[config.mk]
export PLATFORM = sky130hd
export DESIGN_NAME = crc_framed_request_parser
export DESIGN_NICKNAME = d
export VERILOG_FILES = /design/src/hw/rtl/crp_pkg.sv /design/src/hw/rtl/crc_framed_request_parser.sv
export SDC_FILE = /design/constraint.sdc
export NUM_CORES = 2
export LEC_CHECK = 0
export ABC_AREA = 1
export BUFFER_PORTS_ARGS = -buffer_cell sky130_fd_sc_hd__buf_2
export CAP_MARGIN = 20
export CORE_MARGIN = 2
export CORE_UTILIZATION = 32
export CTS_CLUSTER_SIZE = 40
export DETAILED_ROUTE_END_ITERATION = 8
export GPL_TIMING_DRIVEN = 0
export PLACE_DENSITY = 0.48
export RECOVER_POWER = 100
export SLEW_MARGIN = 0
export SYNTH_ARGS = -nofsm -noshare
export SYNTH_HDL_FRONTEND = slang
export SYNTH_SLANG_ARGS = --single-unit
[constraint.sdc]
create_clock -name clk -period 5.3 [get_ports clk]
set_clock_uncertainty 0.2 [all_clocks]
set_input_delay 1.59 -clock clk [delete_from_list [all_inputs] [get_ports clk]]
set_output_delay 1.59 -clock clk [all_outputs]
set_load 0.05 [all_outputs]
[src/hw/rtl/crp_pkg.sv]
// Package: sizes, constants and helper functions of the framed request parser.
`default_nettype none
package crp_pkg;
    localparam int BUFFER_BYTES = 226;
    localparam int MAX_PAYLOAD  = 104;
    localparam int LEGACY_LIMIT = 100;
    localparam int HDR_LEN      = 7;
    localparam int CRC_LEN      = 2;
    localparam int IDLE_RESET   = 1000;

    localparam int PTR_W  = $clog2(BUFFER_BYTES);
    localparam int FILL_W = $clog2(BUFFER_BYTES + 1);
    localparam int OFF_W  = $clog2(MAX_PAYLOAD + HDR_LEN + CRC_LEN + 1);
    localparam int CNT_W  = (OFF_W > FILL_W) ? OFF_W : FILL_W;
    localparam int LEN_W  = $clog2(MAX_PAYLOAD + 1);

    localparam logic [1:0] FUNC_PUSH = 2'd0;
    localparam logic [1:0] FUNC_POLL = 2'd1;
    localparam logic [1:0] FUNC_TICK = 2'd2;

    localparam logic [1:0] REG_IDLE_LIMIT = 2'd0;
    localparam logic [1:0] REG_ALLOW_REC  = 2'd1;
    localparam logic [1:0] REG_VERSION    = 2'd2;

    localparam logic [7:0] MAGIC_S = 8'h53;
    localparam logic [7:0] MAGIC_R = 8'h52;

    localparam logic [7:0] CMD_FIRST   = 8'd1;
    localparam logic [7:0] CMD_BIG     = 8'd3;
    localparam logic [7:0] CMD_SHORT   = 8'd5;
    localparam logic [7:0] CMD_NODATA  = 8'd6;
    localparam logic [7:0] CMD_RECOVER = 8'd7;

    localparam logic [15:0] CRC_POLY = 16'h1021;
    localparam logic [15:0] CRC_INIT = 16'hFFFF;

    function automatic logic [15:0] crc_byte(input logic [15:0] c, input logic [7:0] d);
        logic [15:0] r;
        r = c ^ {d, 8'h00};
        for (int b = 0; b < 8; b++)
        begin
            if (r[15])
                r = {r[14:0], 1'b0} ^ CRC_POLY;
            else
                r = {r[14:0], 1'b0};
        end
        return r;
    endfunction

    function automatic logic [15:0] cmd_limit(input logic [7:0] c);
        if (c == CMD_SHORT)
            return 16'd1;
        else if (c == CMD_NODATA || c == CMD_RECOVER)
            return 16'd0;
        else if (c == CMD_BIG)
            return 16'(MAX_PAYLOAD);
        else
            return 16'(LEGACY_LIMIT);
    endfunction
endpackage
`default_nettype wire

[src/hw/rtl/crc_framed_request_parser.sv]
// Top level: byte buffer with CRC-16/CCITT-FALSE framed request parser.
//
// Input stream: s_tuser carries func (push, poll, tick), s_tdata the byte.
// A push or a tick leaves s_tready high for the next word.
// A poll is worked by a sequencer that reads the circular byte buffer one
// byte at a time through its single registered read port, feeding one
// byte-wide CRC step per byte.
// Output stream: one word per result; tuser is kind, tlast marks the final
// word of a poll. Results sit in an output register; a stalled receiver
// holds the word and the sequencer waits before loading the next one.
// Configuration writes (cfg_we) are taken at any edge, meant for idle time.
// Reset empties the buffer, clears the idle counter and restores register
// defaults; buffer contents are left as they were.
`default_nettype none
module crc_framed_request_parser (
    input  wire logic        clk,
    input  wire logic        rst_n,
    input  wire logic        s_tvalid,
    output logic             s_tready,
    input  wire logic [7:0]  s_tdata,   // data_byte[7:0]
    input  wire logic [1:0]  s_tuser,   // func[1:0]
    output logic             m_tvalid,
    input  wire logic        m_tready,
    output logic [87:0]      m_tdata,   // command[2:0], sequence_res[10:3],
                                        // payload_len[17:11], chunk_index[21:18],
                                        // chunk_data[85:22], zero[87:86]
    output logic             m_tuser,   // kind
    output logic             m_tlast,   // last
    input  wire logic        cfg_we,
    input  wire logic [1:0]  cfg_index,
    input  wire logic [15:0] cfg_wdata
);
    import crp_pkg::*;

    localparam logic [3:0] ST_IDLE     = 4'd0;
    localparam logic [3:0] ST_SCAN_RD  = 4'd1;
    localparam logic [3:0] ST_SCAN_CHK = 4'd2;
    localparam logic [3:0] ST_HDR_RD   = 4'd3;
    localparam logic [3:0] ST_HDR_CHK  = 4'd4;
    localparam logic [3:0] ST_HDR_EVAL = 4'd5;
    localparam logic [3:0] ST_CRC_RD   = 4'd6;
    localparam logic [3:0] ST_CRC_CHK  = 4'd7;
    localparam logic [3:0] ST_CHK_RD   = 4'd8;
    localparam logic [3:0] ST_CHK_CHK  = 4'd9;
    localparam logic [3:0] ST_EMIT     = 4'd10;
    localparam logic [3:0] ST_NOFRM    = 4'd11;

    function automatic logic [PTR_W-1:0] wrap(input logic [PTR_W-1:0] h,
                                              input logic [CNT_W-1:0] o);
        logic [CNT_W:0] s;
        s = (CNT_W+1)'(h) + (CNT_W+1)'(o);
        if (s >= (CNT_W+1)'(BUFFER_BYTES))
            s = s - (CNT_W+1)'(BUFFER_BYTES);
        return s[PTR_W-1:0];
    endfunction

    logic [7:0] mem [BUFFER_BYTES];

    logic [3:0]        state_reg, state_next;
    logic [PTR_W-1:0]  head_reg, head_next;
    logic [FILL_W-1:0] fill_reg, fill_next;
    logic [15:0]       idle_reg, idle_next;
    logic [CNT_W-1:0]  off_reg, off_next;
    logic              prev_s_reg, prev_s_next;
    logic [7:0]        ver_reg, ver_next;
    logic [7:0]        cmd_reg, cmd_next;
    logic [15:0]       len_reg, len_next;
    logic [7:0]        seq_reg, seq_next;
    logic [15:0]       crc_reg, crc_next;
    logic [7:0]        crc_lo_reg, crc_lo_next;
    logic [63:0]       chunk_reg, chunk_next;
    logic [3:0]        j_reg, j_next;
    logic [3:0]        k_reg, k_next;
    logic [7:0]        rd_data_reg;

    logic              ov_reg, ov_next;
    logic              okind_reg, okind_next;
    logic              olast_reg, olast_next;
    logic [2:0]        ocmd_reg, ocmd_next;
    logic [7:0]        oseq_reg, oseq_next;
    logic [6:0]        olen_reg, olen_next;
    logic [3:0]        oidx_reg, oidx_next;
    logic [63:0]       odata_reg, odata_next;

    logic [15:0]       idle_limit_reg;
    logic              allow_rec_reg;
    logic [7:0]        version_reg;

    logic [PTR_W-1:0]  rd_addr;
    logic              we;
    logic [PTR_W-1:0]  wr_addr;
    logic              can_load;
    logic              in_acc;
    logic [CNT_W-1:0]  fill_w;
    logic [CNT_W-1:0]  flen;
    logic [CNT_W-1:0]  pos;
    logic [CNT_W-1:0]  len_w;
    logic [CNT_W-1:0]  m_w;
    logic              hdr_ok;

    assign s_tready = (state_reg == ST_IDLE);
    assign in_acc   = s_tvalid && s_tready;
    assign can_load = !ov_reg || m_tready;
    assign rd_addr  = wrap(head_reg, off_reg);
    assign fill_w   = CNT_W'(fill_reg);
    assign len_w    = CNT_W'(len_reg[LEN_W-1:0]);
    assign flen     = len_w + CNT_W'(HDR_LEN + CRC_LEN);
    assign pos      = off_reg - CNT_W'(HDR_LEN);
    assign m_w      = off_reg - CNT_W'(1);
    assign hdr_ok   = (ver_reg == version_reg)
                    && ((cmd_reg >= CMD_FIRST && cmd_reg <= CMD_NODATA)
                        || (cmd_reg == CMD_RECOVER && allow_rec_reg))
                    && (len_reg <= cmd_limit(cmd_reg));

    assign m_tvalid = ov_reg;
    assign m_tuser  = okind_reg;
    assign m_tlast  = olast_reg;
    assign m_tdata  = {2'b00, odata_reg, oidx_reg, olen_reg, oseq_reg, ocmd_reg};

    always_comb
    begin
        state_next  = state_reg;
        head_next   = head_reg;
        fill_next   = fill_reg;
        idle_next   = idle_reg;
        off_next    = off_reg;
        prev_s_next = prev_s_reg;
        ver_next    = ver_reg;
        cmd_next    = cmd_reg;
        len_next    = len_reg;
        seq_next    = seq_reg;
        crc_next    = crc_reg;
        crc_lo_next = crc_lo_reg;
        chunk_next  = chunk_reg;
        j_next      = j_reg;
        k_next      = k_reg;
        ov_next     = ov_reg && !m_tready;
        okind_next  = okind_reg;
        olast_next  = olast_reg;
        ocmd_next   = ocmd_reg;
        oseq_next   = oseq_reg;
        olen_next   = olen_reg;
        oidx_next   = oidx_reg;
        odata_next  = odata_reg;
        we          = 1'b0;
        wr_addr     = wrap(head_reg, fill_w);
        case (state_reg)
            ST_IDLE:
            begin
                if (in_acc)
                begin
                    case (s_tuser)
                        FUNC_PUSH:
                        begin
                            idle_next = '0;
                            we = 1'b1;
                            if (fill_reg >= FILL_W'(BUFFER_BYTES))
                            begin
                                wr_addr   = head_reg;
                                head_next = wrap(head_reg, CNT_W'(1));
                            end
                            else
                                fill_next = fill_reg + FILL_W'(1);
                        end
                        FUNC_POLL:
                        begin
                            off_next    = '0;
                            prev_s_next = 1'b0;
                            state_next  = ST_SCAN_RD;
                        end
                        FUNC_TICK:
                        begin
                            if (idle_reg != 16'hFFFF)
                                idle_next = idle_reg + 16'd1;
                            if (fill_reg != '0 && idle_next >= idle_limit_reg)
                                fill_next = '0;
                        end
                        default: ;
                    endcase
                end
            end
            ST_SCAN_RD:
            begin
                if (off_reg == fill_w)
                begin
                    if (prev_s_reg)
                    begin
                        head_next = wrap(head_reg, fill_w - CNT_W'(1));
                        fill_next = FILL_W'(1);
                    end
                    else
                        fill_next = '0;
                    state_next = ST_NOFRM;
                end
                else
                    state_next = ST_SCAN_CHK;
            end
            ST_SCAN_CHK:
            begin
                if (prev_s_reg && rd_data_reg == MAGIC_R)
                begin
                    head_next = wrap(head_reg, m_w);
                    fill_next = fill_reg - m_w[FILL_W-1:0];
                    if (fill_w - m_w < CNT_W'(HDR_LEN))
                        state_next = ST_NOFRM;
                    else
                    begin
                        off_next   = CNT_W'(2);
                        state_next = ST_HDR_RD;
                    end
                end
                else
                begin
                    prev_s_next = (rd_data_reg == MAGIC_S);
                    off_next    = off_reg + CNT_W'(1);
                    state_next  = ST_SCAN_RD;
                end
            end
            ST_HDR_RD:
                state_next = ST_HDR_CHK;
            ST_HDR_CHK:
            begin
                case (off_reg[2:0])
                    3'd2: ver_next = rd_data_reg;
                    3'd3: cmd_next = rd_data_reg;
                    3'd4: len_next[7:0] = rd_data_reg;
                    3'd5: len_next[15:8] = rd_data_reg;
                    default: seq_next = rd_data_reg;
                endcase
                off_next = off_reg + CNT_W'(1);
                state_next = (off_reg == CNT_W'(HDR_LEN - 1)) ? ST_HDR_EVAL : ST_HDR_RD;
            end
            ST_HDR_EVAL:
            begin
                if (!hdr_ok)
                begin
                    head_next   = wrap(head_reg, CNT_W'(1));
                    fill_next   = fill_reg - FILL_W'(1);
                    off_next    = '0;
                    prev_s_next = 1'b0;
                    state_next  = ST_SCAN_RD;
                end
                else if (fill_w < flen)
                    state_next = ST_NOFRM;
                else
                begin
                    crc_next   = CRC_INIT;
                    off_next   = '0;
                    state_next = ST_CRC_RD;
                end
            end
            ST_CRC_RD:
                state_next = ST_CRC_CHK;
            ST_CRC_CHK:
            begin
                off_next   = off_reg + CNT_W'(1);
                state_next = ST_CRC_RD;
                if (off_reg < flen - CNT_W'(CRC_LEN))
                    crc_next = crc_byte(crc_reg, rd_data_reg);
                else if (off_reg == flen - CNT_W'(CRC_LEN))
                    crc_lo_next = rd_data_reg;
                else if ({rd_data_reg, crc_lo_reg} == crc_reg)
                begin
                    off_next   = CNT_W'(HDR_LEN);
                    chunk_next = '0;
                    j_next     = '0;
                    k_next     = '0;
                    state_next = ST_CHK_RD;
                end
                else
                begin
                    head_next   = wrap(head_reg, CNT_W'(1));
                    fill_next   = fill_reg - FILL_W'(1);
                    off_next    = '0;
                    prev_s_next = 1'b0;
                    state_next  = ST_SCAN_RD;
                end
            end
            ST_CHK_RD:
                state_next = (j_reg == 4'd8 || pos >= len_w) ? ST_EMIT : ST_CHK_CHK;
            ST_CHK_CHK:
            begin
                chunk_next[j_reg[2:0]*8 +: 8] = rd_data_reg;
                j_next     = j_reg + 4'd1;
                off_next   = off_reg + CNT_W'(1);
                state_next = ST_CHK_RD;
            end
            ST_EMIT:
            begin
                if (can_load)
                begin
                    ov_next    = 1'b1;
                    okind_next = 1'b1;
                    ocmd_next  = cmd_reg[2:0];
                    oseq_next  = seq_reg;
                    olen_next  = len_reg[6:0];
                    oidx_next  = k_reg;
                    odata_next = chunk_reg;
                    olast_next = (pos >= len_w);
                    if (pos >= len_w)
                    begin
                        head_next  = wrap(head_reg, flen);
                        fill_next  = fill_reg - flen[FILL_W-1:0];
                        state_next = ST_IDLE;
                    end
                    else
                    begin
                        k_next     = k_reg + 4'd1;
                        j_next     = '0;
                        chunk_next = '0;
                        state_next = ST_CHK_RD;
                    end
                end
            end
            ST_NOFRM:
            begin
                if (can_load)
                begin
                    ov_next    = 1'b1;
                    okind_next = 1'b0;
                    ocmd_next  = '0;
                    oseq_next  = '0;
                    olen_next  = '0;
                    oidx_next  = '0;
                    odata_next = '0;
                    olast_next = 1'b1;
                    state_next = ST_IDLE;
                end
            end
            default:
                state_next = ST_IDLE;
        endcase
    end

    always_ff @(posedge clk)
    begin
        if (we)
            mem[wr_addr] <= s_tdata;
        rd_data_reg <= mem[rd_addr];
    end

    always_ff @(posedge clk or negedge rst_n)
    begin
        if (!rst_n)
        begin
            state_reg      <= ST_IDLE;
            head_reg       <= '0;
            fill_reg       <= '0;
            idle_reg       <= '0;
            ov_reg         <= 1'b0;
            idle_limit_reg <= 16'(IDLE_RESET);
            allow_rec_reg  <= 1'b1;
            version_reg    <= 8'd1;
        end
        else
        begin
            state_reg <= state_next;
            head_reg  <= head_next;
            fill_reg  <= fill_next;
            idle_reg  <= idle_next;
            ov_reg    <= ov_next;
            if (cfg_we)
            begin
                case (cfg_index)
                    REG_IDLE_LIMIT: idle_limit_reg <= cfg_wdata;
                    REG_ALLOW_REC:  allow_rec_reg  <= cfg_wdata[0];
                    REG_VERSION:    version_reg    <= cfg_wdata[7:0];
                    default: ;
                endcase
            end
        end
    end

    always_ff @(posedge clk)
    begin
        off_reg    <= off_next;
        prev_s_reg <= prev_s_next;
        ver_reg    <= ver_next;
        cmd_reg    <= cmd_next;
        len_reg    <= len_next;
        seq_reg    <= seq_next;
        crc_reg    <= crc_next;
        crc_lo_reg <= crc_lo_next;
        chunk_reg  <= chunk_next;
        j_reg      <= j_next;
        k_reg      <= k_next;
        okind_reg  <= okind_next;
        olast_reg  <= olast_next;
        ocmd_reg   <= ocmd_next;
        oseq_reg   <= oseq_next;
        olen_reg   <= olen_next;
        oidx_reg   <= oidx_next;
        odata_reg  <= odata_next;
    end
endmodule
`default_nettype wire

==> summary.md <==
| Metric | Value |
|---|---|
| Status | finished with violations |
| Failing checks | capacitance limit, slew limit, setup timing |
| RSZ-0062 raised after global routing | true |
| I/O Pins | 125 |
| Antenna-violating nets left | 0 |
| Overall overflow remaining after global route | 0 |
| CTS Buffer Depth | 4 |
| Worst Setup Start Kind | input port |
| Synth Area per Inst | 12.1 µm² |
| Critical path buffers and inverters | 2 |
| Yosys top cell area share | 66.0% |
| Total number of vias | 62802 |
| Initial antenna violation count | 11 |
| Max FFs per register | 1808 |
| Crit-path max cell delay | 2.50 ns |
| Top cell type by total area after synthesis | edfxtp_1 |
| Crit end category | register |
| Critical path depth in cells | 2 |
| Max-cap violations | 15 |
| Cells after Synth | 7647 |
| Clk sinks | 2111 |
| Worst-Skew Late Latency | 0.95 ns |
| Fraction of registers with async set or reset after synthesis | 2.94% |
| Worst-Margin Slew | 3.79 ns |
| CP Class | input port to register |
| Final setup vio count | 54 |
| Hold Path Class | register to register |
| Slew margin rel. | -152% |
| Commonest non-fill, non-tap cell in the layout | edfxtp_1 |
| Vias in the first global route | 60413 |
| First DRT Iteration DRCs | 7176 |
| WL final | 328000 µm |
| Post-synthesis register bit count | 2111 |
| Post-Syn Area | 0.0929 mm² |
| Final GP Congestion | 0.908 |
| Crit-path slowest cell | clkbuf_1 |
| 1st-pass router iterations | 7 |
| Final worst setup slack | -0.0420 ns |
| Chip Width | 543 µm |
| Drt via density | 5.22 |
| CP cell instances | clkbuf_1 > clkbuf_4 |
| Die footprint | 0.294 mm² |
| Distinct cells, synth | 67 |
| Core outline area | 0.288 mm² |
| Initial Util | 32.2% |
| Final Cycle Share | 101% |
| Die Y | 543 µm |
| Port Buffers | 122 |
| Delay-heaviest family, CP | buffers and inverters |
| FMAX | 187 MHz |
| Share of post-route cells with drive strength above 1 | 11.4% |
| CTS clk-pin slew, worst paths | 0.06 ns |
| Synth area leaders | edfxtp_1, mux2i_1, nand3_1, nor2_1, nand2_1 |
| Reg2Reg Depth | 18 |
| # H-tree levels | 4 |
| Pin count of the biggest net entering global routing | 125 |
| Crit path DAT | 5.66 ns |
| Root Buffer | clkbuf_16 |
| Register area share after synthesis | 67.9% |
| Layout area overhead | 15.9% |
| Setup TNS | -1.05 ns |
| CTS Buf Count | 232 |
| Main synth FF type | edfxtp_1 |
| First-pass GRT wire length | 457000 µm |
| CTS tree | done |
| Layout net count | 8228 |
| Tmin final | 5.34 ns |
| Yosys Warn Count | 0 |
| Fin. Hold Viols | 0 |
| WHS Path Cells | 2 |
| Final Max Tran Viols | 1433 |
| Number of synthesized flops with an enable pin | 2041 |
| Total GRT Usage | 21.7% |
| DR WL/cell | 27.3 µm |
| FP Rows | 197 |
| Max FO, Critical Path | 72 |
| Detailed placer's ending HPWL | 227000 µm |
| Commonest cells after routing, fill and taps aside | edfxtp_1, nand3_1, nand2_1 |
| DRC | 0 |
| Required time worst endpoint | 5.62 ns |
[worst paths after layout]
check                                       start           endpoint  slack, ns
worst max-delay path                   s_tdata[5]         mem[92][5]      -0.04
worst min-delay path            idle_limit_reg[2]  idle_limit_reg[2]       0.29
worst max register to register        fill_reg[1]        mem[120][5]      -0.03
worst min register to register  idle_limit_reg[2]  idle_limit_reg[2]       0.29
max in group asynchronous                   rst_n        head_reg[0]       0.92
min in group asynchronous                   rst_n        head_reg[1]       1.71
[through the flow]
stage | utilization (%) | area [µm²] | worst slack [ns] | instances | hold slack (ns)
2_1_floorplan | - | 92900 | 0.405 | 7648 | 0.253
3_3_place_gp | 34.1 | 98200 | -1.57 | 11551 | 0.287
3_5_place_dp | 34.4 | 99200 | -1.04 | 11599 | 0.285
4_1_cts | 37.2 | 107000 | -0.273 | 12021 | 0.299
5_1_grt | 37.3 | 108000 | -0.260 | 12036 | 0.315
6_report | 37.3 | 108000 | -0.0420 | 12036 | 0.290
[worst min-delay path, stage by stage (launching register included)]
cell and delay [ns]:
dfrtp_1 0.34, nand2_1 0.05, o21ai_0 0.06
[layer usage]
layer / wire length, µm / track usage (%) / share of wire, %
met5: 23 / 0 / 0.0070
met4: 12800 / 7.28 / 3.9
met3: 22900 / 3.23 / 7.0
met2: 149000 / 34.7 / 46
met1: 143000 / 30.2 / 44
[area by class of cell]
class,instances,area [µm²]
sequential,2111,63000
buffer,407,2110
multi-input combinational,4739,27500
antenna,2,5.00
tap,3781,4730
timing repair buffer,188,1310
clock buffer,284,6030
clock inverter,134,1430
inverter,390,1470
fill,27906,181000
[cells in the mapped netlist (64+ instances only)]
library cell  number
a21oi_1          154
buf_2            141
clkbuf_1         219
edfxtp_1        2041
ha_1             119
inv_1            376
mux2i_1          632
nand2_1          893
nand3_1         1066
nor2_1          1036
o21ai_0          431
xor2_1            64
[timing repair]
| action | 4_1_cts | 5_1_grt |
|---|---|---|
| pin swaps | 1 | 4 |
| setup buffers | 5 | 9 |
| gates resized for setup | 191 | 241 |
| setup endpoints to repair | 1303 | 1599 |
| cloned | 1 | 0 |
| hold buffers | 0 | 0 |
[cell families (layout without fill, tap and decap cells)]
| kind of cell | after synthesis | count (layout) | synth area share [%] |
|---|---|---|---|
| xor+xnor | 101 | 101 | 0.985 |
| flops | 2111 | 2111 | 67.9 |
| buf+inv | 799 | 1403 | 3.59 |
| mux | 632 | 632 | 6.81 |
| fa+ha+maj | 126 | 126 | 1.75 |
| simple gates | 3186 | 3187 | 14.9 |
| compound gates | 691 | 691 | 4.06 |
| other cells | 1 | 4 | 0.00404 |
Power is not shown: default switching activity piles up to over one toggle a cycle in this logic, so the estimate is an artifact.
